$ cat src/hw/rtl/uvst_pkg.sv
// shared types and constants for the unique value set table
package uvst_pkg;

    localparam int unsigned DATA_W        = 32;
    localparam int unsigned ACTION_W      = 2;
    localparam int unsigned STATUS_W      = 2;
    localparam int unsigned COUNT_W       = 5;
    localparam int unsigned DEFAULT_DEPTH = 16;

    typedef enum logic [ACTION_W-1:0] {
        ACT_VIEW   = 2'd0,
        ACT_ADD    = 2'd1,
        ACT_REMOVE = 2'd2,
        ACT_NONE   = 2'd3
    } t_action;

    typedef enum logic [STATUS_W-1:0] {
        ST_DONE     = 2'd0,
        ST_FULL     = 2'd1,
        ST_DUP      = 2'd2,
        ST_NOTFOUND = 2'd3
    } t_status;

    // operation broadcast to every cell of the row
    typedef enum logic [2:0] {
        CELL_HOLD,
        CELL_COMPARE,
        CELL_APPEND,
        CELL_REMOVE,
        CELL_ROTATE
    } t_cell_op;

    typedef struct packed {
        t_cell_op                  op;
        logic signed [DATA_W-1:0]  key;
        logic signed [DATA_W-1:0]  head;
    } t_cell_ctl;

    typedef enum logic [1:0] {
        S_IDLE,
        S_CMP,
        S_EXEC,
        S_VIEW
    } t_state;

endpackage

$ cat src/hw/rtl/uvst_cell.sv
// one table slot: holds a value, compares it and shifts it toward its neighbor
module uvst_cell import uvst_pkg::*; #(
    parameter int unsigned INDEX = 0,
    parameter int unsigned CW    = 5
) (
    input  logic                     i_clk,
    input  t_cell_ctl                i_ctl,
    input  logic [CW-1:0]            i_count,
    input  logic signed [DATA_W-1:0] i_right_val,
    input  logic                     i_found,
    output logic signed [DATA_W-1:0] o_val,
    output logic                     o_found
);

    localparam logic [CW-1:0] MY_INDEX = CW'(INDEX);

    logic signed [DATA_W-1:0] r_val, n_val;
    logic                     r_hit, n_hit;
    logic                     live;

    assign live    = MY_INDEX < i_count;
    // match seen here or in any lower slot
    assign o_found = i_found | r_hit;
    assign o_val   = r_val;

    always_comb begin
        n_val = r_val;
        n_hit = r_hit;
        case (i_ctl.op)
            CELL_COMPARE: n_hit = live && (r_val == i_ctl.key);
            CELL_APPEND: begin
                if (MY_INDEX == i_count) n_val = i_ctl.key;
            end
            CELL_REMOVE: begin
                if (o_found) n_val = i_right_val;
            end
            CELL_ROTATE: begin
                if (MY_INDEX == i_count - 1'b1) n_val = i_ctl.head;
                else if (live)                  n_val = i_right_val;
            end
            default: ;
        endcase
    end

    always_ff @(posedge i_clk) begin
        r_val <= n_val;
        r_hit <= n_hit;
    end

endmodule

$ cat config.mk
export PLATFORM = sky130hd
export DESIGN_NAME = uvst_cell
export DESIGN_NICKNAME = d
export VERILOG_FILES = /design/src/hw/rtl/uvst_pkg.sv /design/src/hw/rtl/uvst_cell.sv
export SDC_FILE = /design/constraint.sdc
export NUM_CORES = 1
export LEC_CHECK = 0
export BUFFER_PORTS_ARGS = -buffer_cell sky130_fd_sc_hd__buf_2
export CELL_PAD_IN_SITES_DETAIL_PLACEMENT = 0
export CELL_PAD_IN_SITES_GLOBAL_PLACEMENT = 1
export CORE_MARGIN = 1.5
export CORE_UTILIZATION = 31
export CTS_CLUSTER_DIAMETER = 150
export DETAILED_ROUTE_END_ITERATION = 8
export PLACE_DENSITY = 0.91
export SLEW_MARGIN = 20
export SYNTH_ARGS = -nofsm -noshare
export SYNTH_HDL_FRONTEND = slang
export SYNTH_SLANG_ARGS = --single-unit
$ cat constraint.sdc
create_clock -name i_clk -period 2.4 [get_ports i_clk]
set_input_delay 0.36 -clock i_clk [delete_from_list [all_inputs] [get_ports i_clk]]
set_output_delay 0.36 -clock i_clk [all_outputs]
set_load 0.005 [all_outputs]
* Yosys cells after proc, flatten, opt, wreduce, memory -nomap -nowiden
Cells that the tools add are included.
** Storage, ports and cells
- Flip-flop bits (word level) :: 33
- Output and inout port bits :: 33
- Logic and storage cells :: 23
** Cells by class
- $add $sub $neg :: 1
- Order comparisons :: 1
- Eq/ne operators :: 8
- Muxes and demuxes :: 5
- Bitwise logic cells :: 1
- Reductions and logical operators :: 5
** Operators by type and width (count)
- 2-to-1 mux 32 bit :: 4
- case mux 32 bit (3 select lines) :: 1
- equality test 32 bit :: 1
- zero test 5 bit :: 2
- equality test 3 x 2 -> 1 bit, second input constant :: 2
- less-than comparator 1 x 5 -> 1 bit, first input constant :: 1
- subtractor 5 x 1 -> 5 bit, second input constant :: 1
- inequality test 2 bit, second input constant :: 2
- AND reduction 4 bit :: 1
- equality test 3 x 1 -> 1 bit, second input constant :: 1
- equality test 3 bit, second input constant :: 1
- inequality test 3 bit, second input constant :: 1
- nonzero test 3 bit :: 1
- logical AND 1 bit :: 1
- OR 1 bit :: 1

* Depth between registers and ports, before layout
Gate-level depths: netlist (run 1).
- Depth in word-level cells :: 4
- Gate-level depth with buffers :: 6
- Gate-level depth less buffers :: 4

* Worst setup path after synthesis (run 1)
No wires, ideal clock.
- Path type :: in2reg
- Start :: input i_count[1]
- End :: register r_val[0], in the netlist o_val[0], enable pin
- Library setup time :: 0.394 ns
- Data arrival time :: 1.760 ns
- Required time :: 2.006 ns
- Path slack :: 0.247 ns
- Cell stages on the path :: 4
- Buffers on the path :: 0
- Path through :: nor4_4 > nand2b_1 > o21ai_1 > a32o_1
** On the way
- Cells in the longest elaborated chain, start to end :: 4
- Elaborated cells between the ends (all ways) :: 7
** RTL lines
- from (decl) :: line uvst_cell.sv:8 : input logic [CW-1:0] i_count,
- subtractor 5 x 1 -> 5 bit :: line uvst_cell.sv:38 : if (MY_INDEX == i_count - 1'b1) n_val = i_ctl.head;
- zero test 5 bit :: line uvst_cell.sv:38
- inequality test 3 bit (no source line)
- AND reduction 4 bit (no source line) (*)
- to (signal assigned) :: line uvst_cell.sv:46 : r_val <= n_val;
- to (decl) :: line uvst_cell.sv:17 : logic signed [DATA_W-1:0] r_val, n_val;
Mark *: on every way between the ends. The rest lies on a longest branch, timed or not.
A chain may end at the register's enable or synchronous reset.

* Final worst setup path (run 1)
- Start :: input i_count[1]
- End :: register r_val[13], in the netlist o_val[13], data pin
** On the way
- Cells in the longest elaborated chain, start to end :: 4
** RTL lines
- subtractor 5 x 1 -> 5 bit :: line uvst_cell.sv:38
- zero test 5 bit :: line uvst_cell.sv:38
- 2-to-1 mux 32 bit :: line uvst_cell.sv:38
- case mux 32 bit (3 select lines) :: line uvst_cell.sv:29 : case (i_ctl.op)
- via n_val[13] :: line uvst_cell.sv:17
The timed path passes the listed nets, and every way through them passes these cells.

==> run_results.csv, run 1 <==
group,metric,value,unit
run_status,status,"finished clean",
global_route,use_met1,21.3,%
layout,multi_input_area,990,um^2
global_route,grt_pass1_vias,1946,
yosys,synth_nets,270,
global_route,gr-total-overflow,0,
sta,rsz0062_at_grt,"no",
yosys,synth_area_leaders,"edfxtp_1 (48%), a22o_1 (14%), xnor2_1 (14%)",
setup_path,crit_type,"input pin to flip-flop",
drt,drtIter0Drc,58,
floorplanning,core-area,6390,um^2
yosys,synthArstFlopShare,0,%
sta,fmaxAchievable,641,MHz
power_and_ir_drop,p_comb_share,23.5,%
layout,final_nets,408,
power_and_ir_drop,power_density,497,nW/um^2
layout,final_util,45.2,%
placed_design,place_area,2810,um^2
global_route,grt_pass1_wl,9250,um
drt,drt.antenna.violating_nets,0,
yosys,synth_warnings,0,
yosys,synthTopCellsByCount,"edfxtp_1 (33), a21o_1 (32), a22o_1 (32), xnor2_1 (32), nand4_1 (8)",
power_and_ir_drop,switching_share,25.2,%
global_route,grt_max_degree,33,
cts,tritoncts,"yes",
placed_design,hpwl,4460,um
cts,cts.sinks,33,
drt,routedWlPerCell,15.1,um
sta,min_period,1.56,ns
drt,drcViolationCount,0,
layout,design_area,2890,um^2
yosys,synth_seq_cells,33,
drt,vias,1921,
yosys,syn_inst,164,
cts,clk_latency,0.28,ns
cts,cts-root-buf,"clkbuf_8",
sta,final.setup_skew,0.00592,ns
sta,tightest_slew,0.657,ns
sta,min_period_over_period,65.0,%
cts,numCtsBuffers,5,
setup_path,critPathTopFamily,"compound AO/OA/AOI/OAI gates",
yosys,syn_area_per_cell,12.6,um^2
layout,n_fill_cell,626,
sta,hold_viol,0,
global_route,antenna_found_initial,0,
yosys,synth_cell_types,22,
setup_path,cp_max_fo,32,
setup_path,worstPathCellList,"buf_2 > nor4_4 > nand2_1 > a22o_2 > a21o_1",
setup_path,crit_path_start_kind,"input pin",
placed_design,dpl_worst_slack,0.525,ns
flow_run,cap_violations,0,
sta,setup_tns,0,ns
yosys,synth_edf_count,33,
power_and_ir_drop,power.switching,362,uW
placed_design,gp_congestion,0.784,
drt,drt_first_pass_iters,4,
global_route,use_met3,4.42,%
drt,route.final.wire_length,5740,um
drt,drt-vias-per-instance,5.06,
cts,clock_tree.buffer_depth,2,
sta,finalMaxSlewViolations,0,
placed_design,place_inst,372,
setup_path,cp-end-kind,"flip-flop",
sta,whs,0.347,ns
power_and_ir_drop,clock_power_share,27.7,%
min_path,min_path_type,"input pin to flip-flop",
setup_path,critPathBufInv,1,
yosys,synth.cell_area,2070,um^2
power_and_ir_drop,peakVddDrop,0.240,mV
cts,cts_resized,0,
setup_path,worstPathRequired,2.44,ns
placed_design,portBuffers,138,
sta,setup_ws,0.841,ns
global_route,busiest_layer,"met2",
power_and_ir_drop,p_int,1.07,mW
global_route,use_met2,27.2,%
floorplanning,io_pins,139,
layout,drive_gt1_share,51.2,%
yosys,yosysTopAreaCellShare,47.9,%
floorplanning,row_count,29,
cts,hold_buffers,0,
floorplanning,die_w,84.7,um
sta,final-setup-viol-count,0,
layout,diodes,0,
yosys,yosysTopAreaCell,"edfxtp_1",
sta,slew_headroom,56.2,%
layout,seqCellArea,991,um^2
layout,area_growth,39.6,%
power_and_ir_drop,leakage,1.38,nW
layout,fin_cells,380,
yosys,synth_flop_cell,"edfxtp_1",
cts,htreeDepth,2,
power_and_ir_drop,finalPower,1.43,mW
yosys,yosysMostFrequentCell,"edfxtp_1",
cts,cts_setup_buffers,0,
cts,clkTransAtPathRegs,0.07,ns
setup_path,crit_slowest_cell,"a22o_2",
power_and_ir_drop,pwr-share-seq,48.9,%
floorplanning,dieArea,7170,um^2
global_route,grtUsageTotal,16.3,%
setup_path,max_stage_delay,0.47,ns
floorplanning,initial_core_util,32.4,%
setup_path,arrival,1.59,ns
yosys,yosysSeqAreaShare,47.9,%
floorplanning,die_y,84.7,um
==> cells by family after synthesis <==
| kind of cell | after synthesis | share of synthesized area (%) |
|---|---|---|
| compound gates | 68 | 26.6 |
| xor+xnor | 32 | 13.5 |
| buf+inv | 11 | 4.53 |
| flops | 33 | 47.9 |
| simple gates | 20 | 7.44 |
==> routing by layer <==
metal  wire [um]  up-vias
met5           0        -
met4          25        0
met3         480        2
met2        2780      101
met1        2450      898
li1            -      920
==> registers in the layout, summed over array words and instances, names as in the netlist <==
name   count
o_val     32
r_hit      1
==> placed cells by master (no fill, tap or decap), drive strengths merged <==
| cell type | count |
|---|---|
| a22o | 33 |
| nor3b | 1 |
| nor4 | 3 |
| o21ai | 1 |
| or2 | 1 |
| nand4 | 8 |
| and3 | 2 |
| a21oi | 1 |
| nand2b | 1 |
| edfxtp | 33 |
| xnor2 | 32 |
| a32o | 1 |
| buf | 141 |
| a21o | 32 |
| inv | 1 |
| and2b | 2 |
| nand2 | 2 |
| clkinv | 2 |
| clkbuf | 6 |
==> layout make-up <==
type	count	area share (%)
sequential	33	34.3
multi-input combinational	120	34.3
timing repair buffer	141	25.1
tap	77	3.33
clock buffer	6	2.51
clock inverter	2	0.346
inverter	1	0.130
==> power by group through the flow <==
| stage | Sequential [mW] | Clock [mW] | Combinational [mW] |
|---|---|---|---|
| 2_1_floorplan | 0.717 | 0 | 0.171 |
| 3_3_place_gp | 0.712 | 0 | 0.332 |
| 3_5_place_dp | 0.714 | 0 | 0.339 |
| 4_1_cts | 0.702 | 0.418 | 0.341 |
| 5_1_grt | 0.705 | 0.441 | 0.372 |
| 6_report | 0.701 | 0.397 | 0.337 |
==> worst paths after layout <==
path                        from  depth (start not counted)  slack (ns)        end
setup / recovery      i_count[1]                          5        0.84  o_val[13]
hold / removal    i_right_val[8]                          2        0.35   o_val[8]
setup reg to reg        o_val[4]                          4        0.84      r_hit
hold reg to reg        o_val[20]                          4        0.89      r_hit
Power figures use the tool's default switching activity.
==> run 2: changes to the inputs <==
--- a/config.mk
+++ b/config.mk
@@ -5,6 +5,7 @@
 export SDC_FILE = /design/constraint.sdc
 export NUM_CORES = 1
 export LEC_CHECK = 0
+export ABC_AREA = 1
 export BUFFER_PORTS_ARGS = -buffer_cell sky130_fd_sc_hd__buf_2
 export CELL_PAD_IN_SITES_DETAIL_PLACEMENT = 0
 export CELL_PAD_IN_SITES_GLOBAL_PLACEMENT = 1
==> constraint.sdc (replaced) <==
create_clock -name i_clk -period 1.5 [get_ports i_clk]
set_input_delay 0.225 -clock i_clk [delete_from_list [all_inputs] [get_ports i_clk]]
set_output_delay 0.225 -clock i_clk [all_outputs]
set_load 0.005 [all_outputs]
==> run 2 against run 1 <==
Clock power grew 65%. Synthesized cell count grew 140%. Register-to-register slack lost 0.73 ns. Synthesized area grew 33%. Setup slack lost 0.73 ns. Worst hold slack lost 0.088 ns. Critical path depth shrank 1. Via count grew 53%. Global-route usage grew 0.064 points. Total power grew 69%. Critical path type is now flip-flop to flip-flop. Largest cell class is now multi-input combinational cells. Highest routed layer unchanged.
==> run_results.csv, run 2 <==
group,metric,value,unit
cts,cts.sinks,33,
yosys,yosysMostFrequentCell,"nand2_1",
layout,drive_gt1_share,31.4,%
yosys,synth_seq_cells,33,
yosys,post_synth_and_or_nand_nor_area_fraction,28.4,%
placed_design,place_area,3580,um^2
drt,wl_met2,3770,um
cts,hold_buffers,0,
yosys,yosys-mux-area-fraction,0,%
layout,final_nets,643,
setup_path,r2r_slack,0.11,ns
yosys,synth_compound_area_share,14.8,%
drt,met1_length,3460,um
layout,design_area,3660,um^2
floorplanning,core-area,8680,um^2
setup_path,crit_path_start_kind,"flip-flop",
global_route,antenna_found_initial,0,
cts,htreeDepth,2,
yosys,yosys.area_share.adder,0,%
placed_design,place_inst,638,
setup_path,arrival,1.43,ns
floorplanning,io_pins,139,
global_route,grt_pass1_vias,2811,
min_path,hold_path_end,"o_val[30]",
sta,fmaxAchievable,718,MHz
layout,diodes,0,
min_path,min_path_type,"input pin to flip-flop",
drt,drt.antenna.violating_nets,0,
power_and_ir_drop,switching_share,28.8,%
flow_run,cap_violations,0,
layout,largest_reg_flops,32,
layout,n_fill_cell,948,
sta,hold_viol,0,
power_and_ir_drop,p_comb_share,25.8,%
setup_path,worstPathRequired,1.53,ns
placed_design,gp_congestion,0.808,
sta,slew_headroom,71.0,%
yosys,synth_cell_types,27,
global_route,grt_pass1_wl,12700,um
drt,drt-vias-per-instance,4.54,
sta,final-setup-viol-count,0,
setup_path,r2r_cells,4,
yosys,synth_warnings,0,
drt,drcViolationCount,0,
cts,tritoncts,"yes",
yosys,synth_flop_cell,"edfxtp_1",
yosys,yosysTopAreaCellShare,36.0,%
sta,final.setup_skew,0.00456,ns
sta,setup_tns,0,ns
layout,layout_commonest_cell,"buf_2",
sta,finalMaxSlewViolations,0,
drt,drt_first_pass_iters,4,
sta,min_period,1.39,ns
min_path,whs_path_depth,3,
setup_path,r2r_end,"o_val[24]",
floorplanning,initial_core_util,31.7,%
yosys,yosysTopAreaCell,"edfxtp_1",
floorplanning,row_count,34,
placed_design,hpwl,6060,um
yosys,syn_area_per_cell,6.95,um^2
drt,routedWlPerCell,12.0,um
layout,fin_cells,646,
yosys,synth_edf_count,33,
yosys,synth_top_family_by_area,"simple AND/OR/NAND/NOR gates",
power_and_ir_drop,power_density,660,nW/um^2
floorplanning,die_y,97.3,um
power_and_ir_drop,p_int,1.72,mW
placed_design,portBuffers,138,
power_and_ir_drop,peakVddDrop,0.332,mV
layout,area_growth,33.0,%
cts,cts_resized,0,
sta,tightest_slew,0.435,ns
cts,cts_setup_buffers,0,
placed_design,dpl_worst_slack,-0.0267,ns
yosys,yosysSeqAreaShare,36.0,%
layout,seqCellArea,991,um^2
yosys,synth_nets,502,
global_route,grtUsageTotal,16.4,%
cts,clk_latency,0.28,ns
cts,cts-root-buf,"clkbuf_8",
min_path,hold_start,"i_ctl[30]",
sta,rsz0062_at_grt,"no",
yosys,synth_area_leaders,"edfxtp_1 (36%), nand2_1 (16%), inv_1 (13%)",
setup_path,cp-end-kind,"flip-flop",
cts,clkTransAtPathRegs,0.07,ns
sta,min_period_over_period,92.9,%
setup_path,cp_max_fo,10,
cts,numCtsBuffers,5,
global_route,gr-total-overflow,0,
floorplanning,die_w,97.3,um
sta,setup_ws,0.107,ns
drt,routed.top_layer,"met4",
setup_path,r2r-start,"r_hit",
yosys,synth_xor_area_share,2.86,%
yosys,synthArstFlopShare,0,%
layout,multi_input_area,1290,um^2
drt,met3WireLength,457,um
yosys,syn_inst,396,
power_and_ir_drop,finalPower,2.42,mW
setup_path,crit_type,"flip-flop to flip-flop",
power_and_ir_drop,pwr-share-seq,47.0,%
drt,drtIter0Drc,120,
yosys,synth.cell_area,2750,um^2
power_and_ir_drop,power.switching,697,uW
power_and_ir_drop,leakage,1.99,nW
cts,clock_tree.buffer_depth,2,
yosys,synthTopCellsByCount,"nand2_1 (117), inv_1 (96), edfxtp_1 (33), nand3_1 (33), nor2_1 (21)",
drt,vias,2931,
power_and_ir_drop,clock_power_share,27.2,%
layout,final_cell_mix,"buf_2 (138), nand2_1 (117), inv_1 (96)",
run_status,status,"finished clean",
global_route,grt_max_degree,33,
drt,route.final.wire_length,7770,um
floorplanning,dieArea,9460,um^2
setup_path,cp-startpoint,"r_hit",
[run 2: stage by stage]
| step | util, % | hold slack, ns |
|---|---|---|
| final | 42.2 | 0.259 |
| after global routing | 42.2 | 0.259 |
| after CTS | 42.2 | 0.250 |
| after detailed placement | 41.3 | 0.556 |
| after global placement | 41.3 | 0.549 |
| after floorplan | - | 0.418 |
[run 2: logic make-up (layout without fill, tap and decap cells)]
| logic type | Yosys count | after routing |
|---|---|---|
| AND/OR/NAND/NOR | 182 | 182 |
| AO/OA/AOI/OAI | 57 | 57 |
| buffers and inverters | 115 | 257 |
| XOR/XNOR | 9 | 9 |
| flip-flops | 33 | 33 |
[run 2: worst max-delay path by stage]
| stage | endpoint | slack, ns |
|---|---|---|
| 2_1_floorplan | o_val[0] | -0.35 |
| 3_3_place_gp | o_val[2] | 0.007 |
| 3_5_place_dp | o_val[6] | -0.03 |
| 4_1_cts | o_val[13] | 0.09 |
| 5_1_grt | o_val[24] | 0.06 |
| 6_report | o_val[24] | 0.11 |
[run 2: area by class of cell]
type	instances	share of cell area (%)
repair buffers	150	21.7
inverters	99	10.2
well taps	108	3.69
multi-input cells	248	35.2
flip-flops and latches	33	27.1
clock buffers	8	2.19
[run 2: metal layers]
metal	vias to the layer above	track usage [%]
met5	-	0
met4	0	4.40
met3	6	2.88
met2	102	28.6
met1	1282	20.9
li1	1541	-
[run 2: critical path, cell delays in order (launching register included)]
cell	delay, ns
edfxtp_1	0.38
or2_2	0.31
nor2_1	0.18
nor3_4	0.08
buf_4	0.20
[run 2: power by group through the flow]
stage,combinational [mW],clock (mW),sequential (mW)
after floorplan,0.334,0,1.16
after global placement,0.621,0,1.15
after detailed placement,0.633,0,1.16
after CTS,0.635,0.689,1.14
after global routing,0.711,0.724,1.14
final,0.625,0.657,1.14
